==> config.mk <==
export PLATFORM = sky130hd
export DESIGN_NAME = nal_keyframe_gate
export DESIGN_NICKNAME = d
export VERILOG_FILES = /design/src/hdl/nkg_pkg.sv /design/src/hdl/nal_keyframe_gate.sv /design/src/hdl/nkg_front.sv /design/src/hdl/nkg_queue.sv /design/src/hdl/nkg_back.sv
export SDC_FILE = /design/constraint.sdc
export NUM_CORES = 1
export LEC_CHECK = 0
export ABC_AREA = 1
export BUFFER_PORTS_ARGS = -buffer_cell sky130_fd_sc_hd__buf_2
export CORE_MARGIN = 1.5
export CORE_UTILIZATION = 31
export CTS_BUF_LIST = sky130_fd_sc_hd__clkbuf_16
export CTS_CLUSTER_SIZE = 14
export DETAILED_ROUTE_END_ITERATION = 6
export PLACE_DENSITY_LB_ADDON = 0.1
export SETUP_SLACK_MARGIN = 0.3
export SKIP_LAST_GASP = 1
export SLEW_MARGIN = 30
export SYNTH_ARGS = -nofsm -noshare
export SYNTH_HDL_FRONTEND = slang
export SYNTH_SLANG_ARGS = --single-unit
==> constraint.sdc <==
create_clock -name clk -period 1.4 [get_ports clk]
set_clock_uncertainty 0.05 [all_clocks]
set_input_delay 0.21 -clock clk [delete_from_list [all_inputs] [get_ports clk]]
set_output_delay 0.21 -clock clk [all_outputs]
set_load 0.1 [all_outputs]
==> src/hdl/nkg_pkg.sv <==
`timescale 1ns / 1ps
`default_nettype none
// ----------------------------------------------------------------------------
// nkg_pkg: shared types and constants of the keyframe gate
// Codec codes, NAL type numbers and the per-packet summary word that moves
// from the byte scanner to the gate decision through the summary queue.
// ----------------------------------------------------------------------------
package nkg_pkg;

    // codec_kind register codes
    localparam logic [1:0] CODEC_NONE  = 2'd0;
    localparam logic [1:0] CODEC_OTHER = 2'd1;
    localparam logic [1:0] CODEC_H264  = 2'd2;
    localparam logic [1:0] CODEC_HEVC  = 2'd3;

    // H.264 NAL unit types (5-bit field)
    localparam logic [4:0] H264_TYPE_MASK = 5'h1F;
    localparam logic [4:0] H264_SPS       = 5'd7;
    localparam logic [4:0] H264_PPS       = 5'd8;
    localparam logic [4:0] H264_IDR       = 5'd5;

    // HEVC NAL unit types (6-bit field)
    localparam logic [5:0] HEVC_TYPE_MASK = 6'h3F;
    localparam logic [5:0] HEVC_SPS       = 6'd33;
    localparam logic [5:0] HEVC_PPS       = 6'd34;
    localparam logic [5:0] HEVC_IRAP_LO   = 6'd16;
    localparam logic [5:0] HEVC_IRAP_HI   = 6'd21;

    // start code prefix
    localparam logic [7:0] BYTE_ZERO = 8'h00;
    localparam logic [7:0] BYTE_ONE  = 8'h01;
    localparam logic [1:0] ZERO_RUN_MAX = 2'd2;

    // default depth of the summary queue
    localparam int QUEUE_DEPTH_DEF = 2;

    // one packet summary, written on the last byte of a packet
    typedef struct packed {
        logic pass_all;   // codec_kind was "no decoder"
        logic keyframe;   // IDR/IRAP unit found or key flag set
        logic sps;        // sticky SPS flag after this packet
        logic pps;        // sticky PPS flag after this packet
    } pkt_sum_t;

endpackage : nkg_pkg
`default_nettype wire

==> src/hdl/nal_keyframe_gate.sv <==
`timescale 1ns / 1ps
`default_nettype none
// ----------------------------------------------------------------------------
// nal_keyframe_gate: start-of-decode gate for Annex B video packets
// Scans packet bytes for start codes, classifies NAL headers and reports per
// packet whether it may pass to the decoder.
//
//   Channel   Handshake             Words
//   in        in_valid/in_ready     data_byte, last, key_flag (one byte)
//   out       out_valid/out_ready   keep, has_keyframe, sps_seen, pps_seen,
//                                   still_waiting (one per packet)
//   cfg       cfg_valid/cfg_ready   cfg_data = codec_kind
//
// One byte is taken every cycle; the scanner does all byte work in the
// accepting cycle. A packet result is registered first in the summary queue
// and then in the result register. The input stalls only when the
// summary queue (QUEUE_DEPTH entries) is full behind a stalled output.
// Reset: codec_kind none, gate waiting, no parameter sets seen; no clearing
// pass. Configuration writes are always taken.
// ----------------------------------------------------------------------------
module nal_keyframe_gate #(
    parameter int QUEUE_DEPTH = nkg_pkg::QUEUE_DEPTH_DEF
) (
    input  wire        clk,
    input  wire        rst_n,
    input  wire        cfg_valid,
    output logic       cfg_ready,
    input  wire [1:0]  cfg_data,
    input  wire        in_valid,
    output logic       in_ready,
    input  wire [7:0]  data_byte,
    input  wire        last,
    input  wire        key_flag,
    output logic       out_valid,
    input  wire        out_ready,
    output logic       keep,
    output logic       has_keyframe,
    output logic       sps_seen,
    output logic       pps_seen,
    output logic       still_waiting
);
    import nkg_pkg::*;

    logic [1:0] codec_kind_reg;
    pkt_sum_t   push_data;
    pkt_sum_t   pop_data;
    logic       sum_push;
    logic       sum_pop;
    logic       sum_full;
    logic       sum_empty;

    // hold the codec register
    assign cfg_ready = 1'b1;

    always_ff @(posedge clk or negedge rst_n)
    begin
        if (!rst_n)
            codec_kind_reg <= CODEC_NONE;
        else if (cfg_valid && cfg_ready)
            codec_kind_reg <= cfg_data;
    end

    nkg_front u_front (
        .clk        (clk),
        .rst_n      (rst_n),
        .codec_kind (codec_kind_reg),
        .in_valid   (in_valid),
        .in_ready   (in_ready),
        .data_byte  (data_byte),
        .last       (last),
        .key_flag   (key_flag),
        .sum_full   (sum_full),
        .sum_push   (sum_push),
        .sum_data   (push_data)
    );

    nkg_queue #(
        .DEPTH (QUEUE_DEPTH)
    ) u_queue (
        .clk       (clk),
        .rst_n     (rst_n),
        .push      (sum_push),
        .push_data (push_data),
        .full      (sum_full),
        .pop       (sum_pop),
        .pop_data  (pop_data),
        .empty     (sum_empty)
    );

    nkg_back u_back (
        .clk           (clk),
        .rst_n         (rst_n),
        .sum_empty     (sum_empty),
        .sum_pop       (sum_pop),
        .sum_data      (pop_data),
        .out_valid     (out_valid),
        .out_ready     (out_ready),
        .keep          (keep),
        .has_keyframe  (has_keyframe),
        .sps_seen      (sps_seen),
        .pps_seen      (pps_seen),
        .still_waiting (still_waiting)
    );

endmodule : nal_keyframe_gate
`default_nettype wire

==> src/hdl/nkg_front.sv <==
`timescale 1ns / 1ps
`default_nettype none
// ----------------------------------------------------------------------------
// nkg_front: byte scanner and NAL header classifier
// Tracks Annex B start codes, classifies the header byte after each one,
// keeps the sticky SPS/PPS flags and writes one summary per packet.
// ----------------------------------------------------------------------------
module nkg_front (
    input  wire              clk,
    input  wire              rst_n,
    input  wire [1:0]        codec_kind,
    input  wire              in_valid,
    output logic             in_ready,
    input  wire [7:0]        data_byte,
    input  wire              last,
    input  wire              key_flag,
    input  wire              sum_full,
    output logic             sum_push,
    output nkg_pkg::pkt_sum_t sum_data
);
    import nkg_pkg::*;

    logic [1:0] zero_run_reg,    zero_run_next;
    logic       header_next_reg, header_next_next;
    logic       packet_idr_reg,  packet_idr_next;
    logic       seen_sps_reg,    seen_sps_next;
    logic       seen_pps_reg,    seen_pps_next;

    logic       accept;
    logic       start;
    logic       hit_sps;
    logic       hit_pps;
    logic       hit_idr;
    logic [4:0] h264_type;
    logic [5:0] hevc_type;

    // stall only when the summary queue has no room
    assign in_ready = !sum_full;
    assign accept   = in_valid && in_ready;

    assign h264_type = data_byte[4:0] & H264_TYPE_MASK;
    assign hevc_type = data_byte[6:1] & HEVC_TYPE_MASK;

    // classify a header byte with the current codec
    always_comb
    begin
        hit_sps = 1'b0;
        hit_pps = 1'b0;
        hit_idr = 1'b0;
        if (header_next_reg)
        begin
            unique case (codec_kind)
                CODEC_H264:
                begin
                    hit_sps = (h264_type == H264_SPS);
                    hit_pps = (h264_type == H264_PPS);
                    hit_idr = (h264_type == H264_IDR);
                end
                CODEC_HEVC:
                begin
                    hit_sps = (hevc_type == HEVC_SPS);
                    hit_pps = (hevc_type == HEVC_PPS);
                    hit_idr = (hevc_type >= HEVC_IRAP_LO) && (hevc_type <= HEVC_IRAP_HI);
                end
                CODEC_NONE,
                CODEC_OTHER:
                begin
                    hit_sps = 1'b0;
                    hit_pps = 1'b0;
                    hit_idr = 1'b0;
                end
                default:
                begin
                    hit_sps = 1'b0;
                    hit_pps = 1'b0;
                    hit_idr = 1'b0;
                end
            endcase
        end
    end

    assign start = (data_byte == BYTE_ONE) && (zero_run_reg == ZERO_RUN_MAX);

    // advance scan state on each accepted word unless codec_kind is none
    always_comb
    begin
        zero_run_next    = zero_run_reg;
        header_next_next = header_next_reg;
        packet_idr_next  = packet_idr_reg;
        seen_sps_next    = seen_sps_reg;
        seen_pps_next    = seen_pps_reg;
        if (accept && (codec_kind != CODEC_NONE))
        begin
            seen_sps_next    = seen_sps_reg   || hit_sps;
            seen_pps_next    = seen_pps_reg   || hit_pps;
            packet_idr_next  = packet_idr_reg || hit_idr;
            header_next_next = start;
            if (data_byte == BYTE_ZERO)
            begin
                if (zero_run_reg != ZERO_RUN_MAX)
                    zero_run_next = zero_run_reg + 2'd1;
            end
            else
            begin
                zero_run_next = 2'd0;
            end
        end
        // start codes never span packets
        if (accept && last)
        begin
            zero_run_next    = 2'd0;
            header_next_next = 1'b0;
            packet_idr_next  = 1'b0;
        end
    end

    // write the packet summary on the last word
    assign sum_push          = accept && last;
    assign sum_data.pass_all = (codec_kind == CODEC_NONE);
    assign sum_data.keyframe = (codec_kind == CODEC_NONE) ? key_flag
                             : ((packet_idr_reg || hit_idr) || key_flag);
    assign sum_data.sps      = seen_sps_next;
    assign sum_data.pps      = seen_pps_next;

    always_ff @(posedge clk or negedge rst_n)
    begin
        if (!rst_n)
        begin
            zero_run_reg    <= 2'd0;
            header_next_reg <= 1'b0;
            packet_idr_reg  <= 1'b0;
            seen_sps_reg    <= 1'b0;
            seen_pps_reg    <= 1'b0;
        end
        else
        begin
            zero_run_reg    <= zero_run_next;
            header_next_reg <= header_next_next;
            packet_idr_reg  <= packet_idr_next;
            seen_sps_reg    <= seen_sps_next;
            seen_pps_reg    <= seen_pps_next;
        end
    end

    // zero run saturates at two
    a_zero_run_sat: assert property (@(posedge clk) disable iff (!rst_n)
        zero_run_reg != 2'd3)
        else $error("zero run beyond saturation");

    // packet state clears after a last word
    a_pkt_clear: assert property (@(posedge clk) disable iff (!rst_n)
        (accept && last) |=> (zero_run_reg == 2'd0) && !header_next_reg && !packet_idr_reg)
        else $error("packet state not cleared after last word");

    // a header byte is expected only right after a 00 00 01 prefix
    a_header_after_start: assert property (@(posedge clk) disable iff (!rst_n)
        $rose(header_next_reg) |-> $past(start && accept))
        else $error("header flag set without start code");

endmodule : nkg_front
`default_nettype wire

==> src/hdl/nkg_queue.sv <==
`timescale 1ns / 1ps
`default_nettype none
// ----------------------------------------------------------------------------
// nkg_queue: packet summary queue
// Small register FIFO that decouples the scanner from the gate decision.
// ----------------------------------------------------------------------------
module nkg_queue #(
    parameter int DEPTH = nkg_pkg::QUEUE_DEPTH_DEF
) (
    input  wire               clk,
    input  wire               rst_n,
    input  wire               push,
    input  nkg_pkg::pkt_sum_t push_data,
    output logic              full,
    input  wire               pop,
    output nkg_pkg::pkt_sum_t pop_data,
    output logic              empty
);
    import nkg_pkg::*;

    localparam int PTR_W = (DEPTH > 1) ? $clog2(DEPTH) : 1;
    localparam int CNT_W = $clog2(DEPTH + 1);
    localparam logic [PTR_W-1:0] PTR_LAST = PTR_W'(DEPTH - 1);
    localparam logic [CNT_W-1:0] CNT_FULL = CNT_W'(DEPTH);

    pkt_sum_t         entry_reg [DEPTH];
    logic [PTR_W-1:0] wr_ptr_reg, wr_ptr_next;
    logic [PTR_W-1:0] rd_ptr_reg, rd_ptr_next;
    logic [CNT_W-1:0] count_reg,  count_next;
    logic             do_push;
    logic             do_pop;

    assign full     = (count_reg == CNT_FULL);
    assign empty    = (count_reg == '0);
    assign do_push  = push && !full;
    assign do_pop   = pop && !empty;
    assign pop_data = entry_reg[rd_ptr_reg];

    // advance pointers with wrap
    always_comb
    begin
        wr_ptr_next = wr_ptr_reg;
        rd_ptr_next = rd_ptr_reg;
        count_next  = count_reg;
        if (do_push)
            wr_ptr_next = (wr_ptr_reg == PTR_LAST) ? '0 : wr_ptr_reg + PTR_W'(1);
        if (do_pop)
            rd_ptr_next = (rd_ptr_reg == PTR_LAST) ? '0 : rd_ptr_reg + PTR_W'(1);
        if (do_push && !do_pop)
            count_next = count_reg + CNT_W'(1);
        else if (do_pop && !do_push)
            count_next = count_reg - CNT_W'(1);
    end

    always_ff @(posedge clk or negedge rst_n)
    begin
        if (!rst_n)
        begin
            wr_ptr_reg <= '0;
            rd_ptr_reg <= '0;
            count_reg  <= '0;
        end
        else
        begin
            wr_ptr_reg <= wr_ptr_next;
            rd_ptr_reg <= rd_ptr_next;
            count_reg  <= count_next;
        end
    end

    // store the written summary
    always_ff @(posedge clk)
    begin
        if (do_push)
            entry_reg[wr_ptr_reg] <= push_data;
    end

    // never overfill
    a_no_overflow: assert property (@(posedge clk) disable iff (!rst_n)
        count_reg <= CNT_FULL)
        else $error("summary queue count beyond depth");

    // a push into a full queue would lose a packet
    a_no_lost_push: assert property (@(posedge clk) disable iff (!rst_n)
        push |-> !full)
        else $error("summary pushed into full queue");

    // pointers stay consistent with the count
    a_ptr_match: assert property (@(posedge clk) disable iff (!rst_n)
        (empty || full) |-> (wr_ptr_reg == rd_ptr_reg))
        else $error("queue pointers disagree with count");

endmodule : nkg_queue
`default_nettype wire

==> src/hdl/nkg_back.sv <==
`timescale 1ns / 1ps
`default_nettype none
// ----------------------------------------------------------------------------
// nkg_back: gate decision and result register
// Takes packet summaries in order, updates the waiting flag and holds one
// result word until the consumer takes it.
// ----------------------------------------------------------------------------
module nkg_back (
    input  wire               clk,
    input  wire               rst_n,
    input  wire               sum_empty,
    output logic              sum_pop,
    input  nkg_pkg::pkt_sum_t sum_data,
    output logic              out_valid,
    input  wire               out_ready,
    output logic              keep,
    output logic              has_keyframe,
    output logic              sps_seen,
    output logic              pps_seen,
    output logic              still_waiting
);
    import nkg_pkg::*;

    logic out_valid_reg, out_valid_next;
    logic waiting_reg,   waiting_next;
    logic keep_reg;
    logic keyframe_reg;
    logic sps_reg;
    logic pps_reg;
    logic waiting_out_reg;
    logic gate_open;

    // take a summary when the result register is free or being drained
    assign sum_pop = !sum_empty && (!out_valid_reg || out_ready);

    // stop waiting once SPS, PPS and a keyframe are all present and codec_kind is not none
    assign gate_open = !sum_data.pass_all && sum_data.keyframe && sum_data.sps && sum_data.pps;

    always_comb
    begin
        waiting_next   = waiting_reg;
        out_valid_next = out_valid_reg;
        if (out_valid_reg && out_ready)
            out_valid_next = 1'b0;
        if (sum_pop)
        begin
            out_valid_next = 1'b1;
            if (gate_open)
                waiting_next = 1'b0;
        end
    end

    always_ff @(posedge clk or negedge rst_n)
    begin
        if (!rst_n)
        begin
            out_valid_reg <= 1'b0;
            waiting_reg   <= 1'b1;
        end
        else
        begin
            out_valid_reg <= out_valid_next;
            waiting_reg   <= waiting_next;
        end
    end

    // load the result word
    always_ff @(posedge clk)
    begin
        if (sum_pop)
        begin
            keep_reg        <= sum_data.pass_all || !waiting_next;
            keyframe_reg    <= sum_data.keyframe;
            sps_reg         <= sum_data.sps;
            pps_reg         <= sum_data.pps;
            waiting_out_reg <= waiting_next;
        end
    end

    assign out_valid     = out_valid_reg;
    assign keep          = keep_reg;
    assign has_keyframe  = keyframe_reg;
    assign sps_seen      = sps_reg;
    assign pps_seen      = pps_reg;
    assign still_waiting = waiting_out_reg;

    // once open, the gate never closes again
    a_waiting_no_rise: assert property (@(posedge clk) disable iff (!rst_n)
        !$rose(waiting_reg))
        else $error("gate returned to waiting");

    // a dropped packet means the gate is still waiting
    a_drop_means_wait: assert property (@(posedge clk) disable iff (!rst_n)
        (out_valid_reg && !keep_reg) |-> waiting_out_reg)
        else $error("packet dropped with gate open");

    // opening the gate needs both parameter sets
    a_open_needs_sets: assert property (@(posedge clk) disable iff (!rst_n)
        $fell(waiting_reg) |-> (sps_reg && pps_reg && keyframe_reg))
        else $error("gate opened without SPS, PPS and keyframe");

endmodule : nkg_back
`default_nettype wire
Word-level counts from Yosys, hierarchy flattened

Memories as Yosys holds them, arrays and structs flattened.
Index checks and enable logic that the tools add are counted.

Word-level logic and storage cells: 100
Memories: 1
Bits of input ports: 17
Register bits after elaboration: 19
Bits in writable memories: 8
Output and inout bits: 8

Memory list:

| name              | depth | width | read ports | clocked after Yosys merged registers in | wr ports | line            | RTL |
|---|---|---|---|---|---|---|---|
| u_queue.entry_reg | 2     | 4     | 1          | 0                                       | 1        | nkg_queue.sv:26 | `pkt_sum_t entry_reg [DEPTH];` |

Reduce and logical (&&, ||, !) cells: 36
Mux-type cells: 27
Magnitude comparators: 2
Equality and inequality tests: 13
Add/sub/neg operators: 5

Operators by type and width:

| kind                  | count |
|---|---|
| $mux W1               | 18 |
| $logic_and A1 B1 Y1   | 14 |
| $eq A6 B6 Y1 const B  | 2 |
| $mux W2               | 6 |
| $eq A5 B3 Y1 const B  | 2 |
| $pmux W1 S3           | 3 |
| $eq A2 B2 Y1 const B  | 4 |
| $eq A8 B1 Y1 const B  | 1 |
| $logic_not A8 Y1      | 1 |
| $reduce_bool A2 Y1    | 4 |
| $logic_not A1 Y1      | 7 |
| $ge A6 B5 Y1 const B  | 1 |
| $le A6 B5 Y1 const B  | 1 |
| $logic_or A1 B1 Y1    | 6 |
| $eq A5 B4 Y1 const B  | 1 |
| $add A2 B1 Y2 const B | 2 |
| $logic_not A2 Y1      | 2 |
| $ne A3 B2 Y1 const B  | 1 |
| $add A1 B1 Y1 const B | 2 |
| $eq A2 B1 Y1 const B  | 1 |
| $ne A2 B2 Y1 const B  | 1 |
| $reduce_and A2 Y1     | 1 |
| $reduce_or A2 Y1      | 1 |
| $sub A2 B1 Y2 const B | 1 |

Logic depth before layout (Yosys ltp)

Depth after elaboration: 9
Mapped depth: 9

Modules after synthesis

A second synthesis with hierarchy kept.

Cell total of the unflattened synthesis: 161
Area total of the unflattened synthesis: 1401.3 um2

Modules (own cells, without submodules):

| module            | sequential area each (um2) | cells each | area each (um2) | times used |
|---|---|---|---|---|
| nkg_front         | 150.1                      | 80         | 541.8           | 1 |
| nkg_queue         | 340.3                      | 52         | 519.2           | 1 |
| nkg_back          | 201.4                      | 18         | 252.7           | 1 |
| nal_keyframe_gate | 50.0                       | 11         | 87.6            | 1 |

Worst setup path before layout

No wires, ideal clock.

Path type: register -> register
Start point: reg u_back.out_valid_reg (netlist: u_back.out_valid)
End point: reg u_queue.count_reg[1]
Data required time: 1.219 ns
Buffers on the path: 0
Cell stages (with the launch flop): 7
Data arrival time: 1.819 ns
Path slack: -0.600 ns
Library setup time: 0.131 ns
Cell sequence: dfrtp_1 nand2_1 nand2_2 ha_1 a21oi_1 o21ai_0 xor2_1

Word-level cells in the longest chain between the ends: 7
Elaborated cells on any way between the ends: 9
Classes of those cells: mux (1); reduce/logical (8)

Ends and longest elaborated chain:

| item                                                 | line            | RTL |
|---|---|---|
| from (decl)                                          | nkg_back.sv:24  | `logic out_valid_reg, out_valid_next;` |
| from (signal assigned)                               | nkg_back.sv:62  | `out_valid_reg <= out_valid_next;` |
| $logic_not A1 Y1 (*)                                 | nkg_back.sv:34  | `assign sum_pop = !sum_empty && (!out_valid_reg \|\| out_ready);` |
| $logic_or A1 B1 Y1 (*)                               | nkg_back.sv:34  |  |
| $logic_and A1 B1 Y1 (*)                              | nkg_back.sv:34  |  |
| $logic_and A1 B1 Y1 (*)                              | nkg_queue.sv:36 | `assign do_pop = pop && !empty;` |
| $logic_not A1 Y1                                     | nkg_queue.sv:49 | `if (do_push && !do_pop)` |
| $logic_and A1 B1 Y1                                  | nkg_queue.sv:49 |  |
| $mux W2 / $reduce_bool A2 Y1 (equally long branches) | n/a             |  |
| to (signal assigned)                                 | nkg_queue.sv:67 | `count_reg <= count_next;` |
| to (decl)                                            | nkg_queue.sv:29 | `logic [CNT_W-1:0] count_reg, count_next;` |

Mark *: on every way between the ends. The rest lies on a longest branch, timed or not.
A chain may end at the register's enable or synchronous reset.

Worst setup path after layout

Start point: reg u_queue.count_reg[0]
End point: reg u_queue.count_reg[1]

Word-level cells in the longest chain between the ends: 8
Elaborated cells on any way between the ends: 18
Classes of those cells: add/sub (2); eq/ne (1); mux (2); reduce/logical (13)

Ends and longest elaborated chain:

| item                                | line                             | RTL |
|---|---|---|
| $eq A2 B2 Y1                        | nkg_queue.sv:33                  | `assign full = (count_reg == CNT_FULL);` |
| $logic_not A1 Y1                    | nkg_front.sv:38, nkg_queue.sv:35 |  |
| $logic_and A1 B1 Y1                 | nkg_front.sv:39                  | `assign accept = in_valid && in_ready;` |
| $logic_and A1 B1 Y1                 | nkg_front.sv:118                 | `assign sum_push = accept && last;` |
| $logic_and A1 B1 Y1                 | nkg_queue.sv:35                  | `assign do_push = push && !full;` |
| $logic_not A1 Y1                    | nkg_queue.sv:51                  | `else if (do_pop && !do_push)` |
| $logic_and A1 B1 Y1                 | nkg_queue.sv:51                  |  |
| $reduce_bool A2 Y1 (no source line) | n/a                              |  |

Several ways; a longest one is shown, not always the timed one. The select of a mux whose other input is x is not followed.

==> flow_summary.json <==
{
  "status": "finished, violations left",
  "failed_checks": "negative setup slack",
  "cts_htree_levels": 1,
  "routedWlPerCell_um": 10.79,
  "grt_max_degree": 17,
  "path_buf_inv": 1,
  "n_fill_cell": 380,
  "p_per_area_nw_per_um2": 2011,
  "p_switching_mw": 1.622,
  "cts.sinks": 27,
  "synth_seq_cells": 27,
  "viasPerCell": 4.378,
  "antenna_cells": 0,
  "drive_above_1_share_pct": 49.47,
  "grt_overflow": 0,
  "endpoint_kind": "flop",
  "numCtsBuffers": 3,
  "ff_latch_area_sq_um": 749.5,
  "rsz0062_at_grt": "yes",
  "grt_pass1_vias": 1058,
  "grt_pass1_wl_mm": 4.409,
  "synth_seq_area_share_pct": 57.18,
  "maxCapViolCount": 0,
  "cts_buffer_depth": 2,
  "combPwrFrac_pct": 52.6,
  "ant_nets": 0,
  "finalHoldViolCount": 0,
  "nets": 208,
  "wl_mm": 2.569,
  "cp_top_family": "flip-flops",
  "grt_use_total_pct": 13.12,
  "drt_iter0_markers": 16,
  "setup_tns_ns": -0.07317,
  "antenna_found_initial": 0,
  "drv_slew": 0,
  "synth_cell_types": 26,
  "p_sw_share_pct": 41.92,
  "synth_fp_nets": 159,
  "dr.pass1.iters": 4,
  "cp.required_ns": 1.49,
  "hold_path.class": "in -> reg",
  "finalCriticalPeriod_ns": 1.439,
  "synth.avg_cell_area_sq_um": 9.268,
  "syn_area_sq_um": 1297,
  "layout_setup_ws_ns": -0.03937,
  "die_x_um": 67.70,
  "crit_chain": "inv_2 -> nand2_2 -> nand2_4 -> ha_4 -> a21oi_2 -> o21ai_2 -> xor2_1",
  "port_buffers": 23,
  "yosysWarnings": 0,
  "insertion_delay_ns": 0.26,
  "stdcell_count": 238,
  "path_clk_slew_ns": 0.07,
  "syn_inst": 140,
  "period_share_pct": 102.8,
  "gp_congestion": 0.7399,
  "largest_reg_flops": 8,
  "cts_root_buf": "clkbuf_16",
  "pre_cts_slack_ns": -0.03499,
  "finalPower_mw": 3.870,
  "peakVddDrop_uv": 734.2,
  "cts_tree": "yes",
  "start_kind": "flop",
  "power_frac_clock_pct": 16.9,
  "num_rows": 23,
  "setup_viol": 3,
  "die_h_um": 67.70,
  "internal_power_mw": 2.247,
  "critPathSlowestCell": "dfrtp_1",
  "crit_arrival_ns": 1.53,
  "core_area_sq_um": 4000,
  "ioPinCount": 25,
  "crit_type": "reg -> reg",
  "p_seq_share_pct": 30.5,
  "max_freq_mhz": 694.7,
  "start_util_pct": 32.44,
  "multi_input_area_sq_um": 578.1,
  "drc": 0,
  "final_util_pct": 48.11,
  "via_count": 1042,
  "placed_cells": 218,
  "slowest_delay_ns": 0.40,
  "cp_max_fo": 3,
  "leakagePower_nw": 0.8699,
  "die_area_sq_um": 4583,
  "syn2layout_area_growth_pct": 48.31,
  "hpwl_mm": 1.806
}
==> kinds of logic after synthesis <==
logic type | count (synthesis) | synth area share [%]
fa+ha+maj | 2 | 1.928
flops | 27 | 57.18
other cells | 1 | 0.2890
buf+inv | 25 | 7.521
xor+xnor | 4 | 2.701
compound gates | 12 | 4.822
simple gates | 69 | 25.56
==> through the flow <==
| stage | cell area [sq um] | hold slack [ns] |
|---|---|---|
| global placement | 1587 | 0.08596 |
| global route | 1924 | 0.1274 |
| floorplan | 1341 | -0.1356 |
| CTS | 1818 | 0.1018 |
| finish | 1924 | 0.1012 |
| detailed placement | 1587 | 0.08198 |
==> worst paths after layout <==
kind	cells past startpoint	end	startpoint	slack, ns
max	7	u_queue.count_reg[1]	u_queue.count_reg[0]	-0.04
min	3	codec_kind_reg[0]	cfg_data[0]	0.10
max reg2reg	7	u_queue.count_reg[1]	u_queue.count_reg[0]	-0.04
min reg2reg	2	u_front.seen_pps_reg	u_front.seen_pps_reg	0.42
max in group asynchronous	2	u_back.waiting_reg	rst_n	0.66
min in group asynchronous	2	u_front.zero_run_reg[1]	rst_n	0.34
==> worst min-delay path: cells and delay by family <==
kind,cells,cell delay [ns]
buffers and inverters,1,0.07
AND/OR/NAND/NOR,1,0.03
AO/OA/AOI/OAI,1,0.06
==> routing by layer <==
metal | GRT usage [%] | routed length (um)
met1 | 13.82 | 1064
met2 | 25.12 | 1381
met3 | 2.500 | 99
met4 | 5.357 | 23
met5 | 0 | 0
==> layout by cell type (no fill, tap or decap), drive strengths merged <==
cell type / n
dfrtp: 13
o21a: 1
a21oi: 3
xor2: 3
nor3: 1
nand4: 2
clkbuf: 3
ha: 2
dlygate4sd3: 1
nand2: 41
dfstp: 1
clkinvlp: 1
buf: 44
conb: 1
nor2: 12
nand3: 12
edfxtp: 13
xnor2: 1
inv: 24
nand3b: 1
o21ai: 8
==> power by group through the flow <==
stage / clock network (mW) / logic (mW) / registers (mW)
floorplan: 0 / 0.656 / 1.67
global placement: 0 / 1.51 / 1.17
global route: 0.715 / 2.16 / 1.20
detailed placement: 0 / 1.54 / 1.17
CTS: 0.671 / 1.87 / 1.18
finish: 0.655 / 2.04 / 1.18
==> cell usage after synthesis (all sizes together) <==
cell | n | share of area [%]
nand2 | 41 | 13
inv | 24 | 6.9
dfrtp | 13 | 25
edfxtp | 13 | 30
nand3 | 12 | 6.0
nor2 | 12 | 4.2
o21ai | 8 | 3.1
a21oi | 3 | 1.2
xor2 | 3 | 2.0
ha | 2 | 1.9
nand4 | 2 | 0.96
buf | 1 | 0.58
conb | 1 | 0.29
dfstp | 1 | 2.0
nand3b | 1 | 0.58
nor3 | 1 | 0.39
o21a | 1 | 0.58
xnor2 | 1 | 0.68
==> area by class of cell <==
type,instances,share of cell area (%)
inverters,24,4.811
flip-flops and latches,27,38.95
clock buffers,3,3.901
multi-input cells,88,30.04
well taps,50,3.251
repair buffers,45,18.66
clock inverters,1,0.3901
==> timing repair <==
| action | 4_1_cts | 5_1_grt |
|---|---|---|
| setup buffers | 9 | 6 |
| hold endpoints to repair | 13 | 0 |
| pin swaps | 6 | 11 |
| hold buffers | 1 | 0 |
| endpoints found under the setup margin | 38 | 39 |
| gates resized for setup | 24 | 20 |
Power figures use the tool's default switching activity.
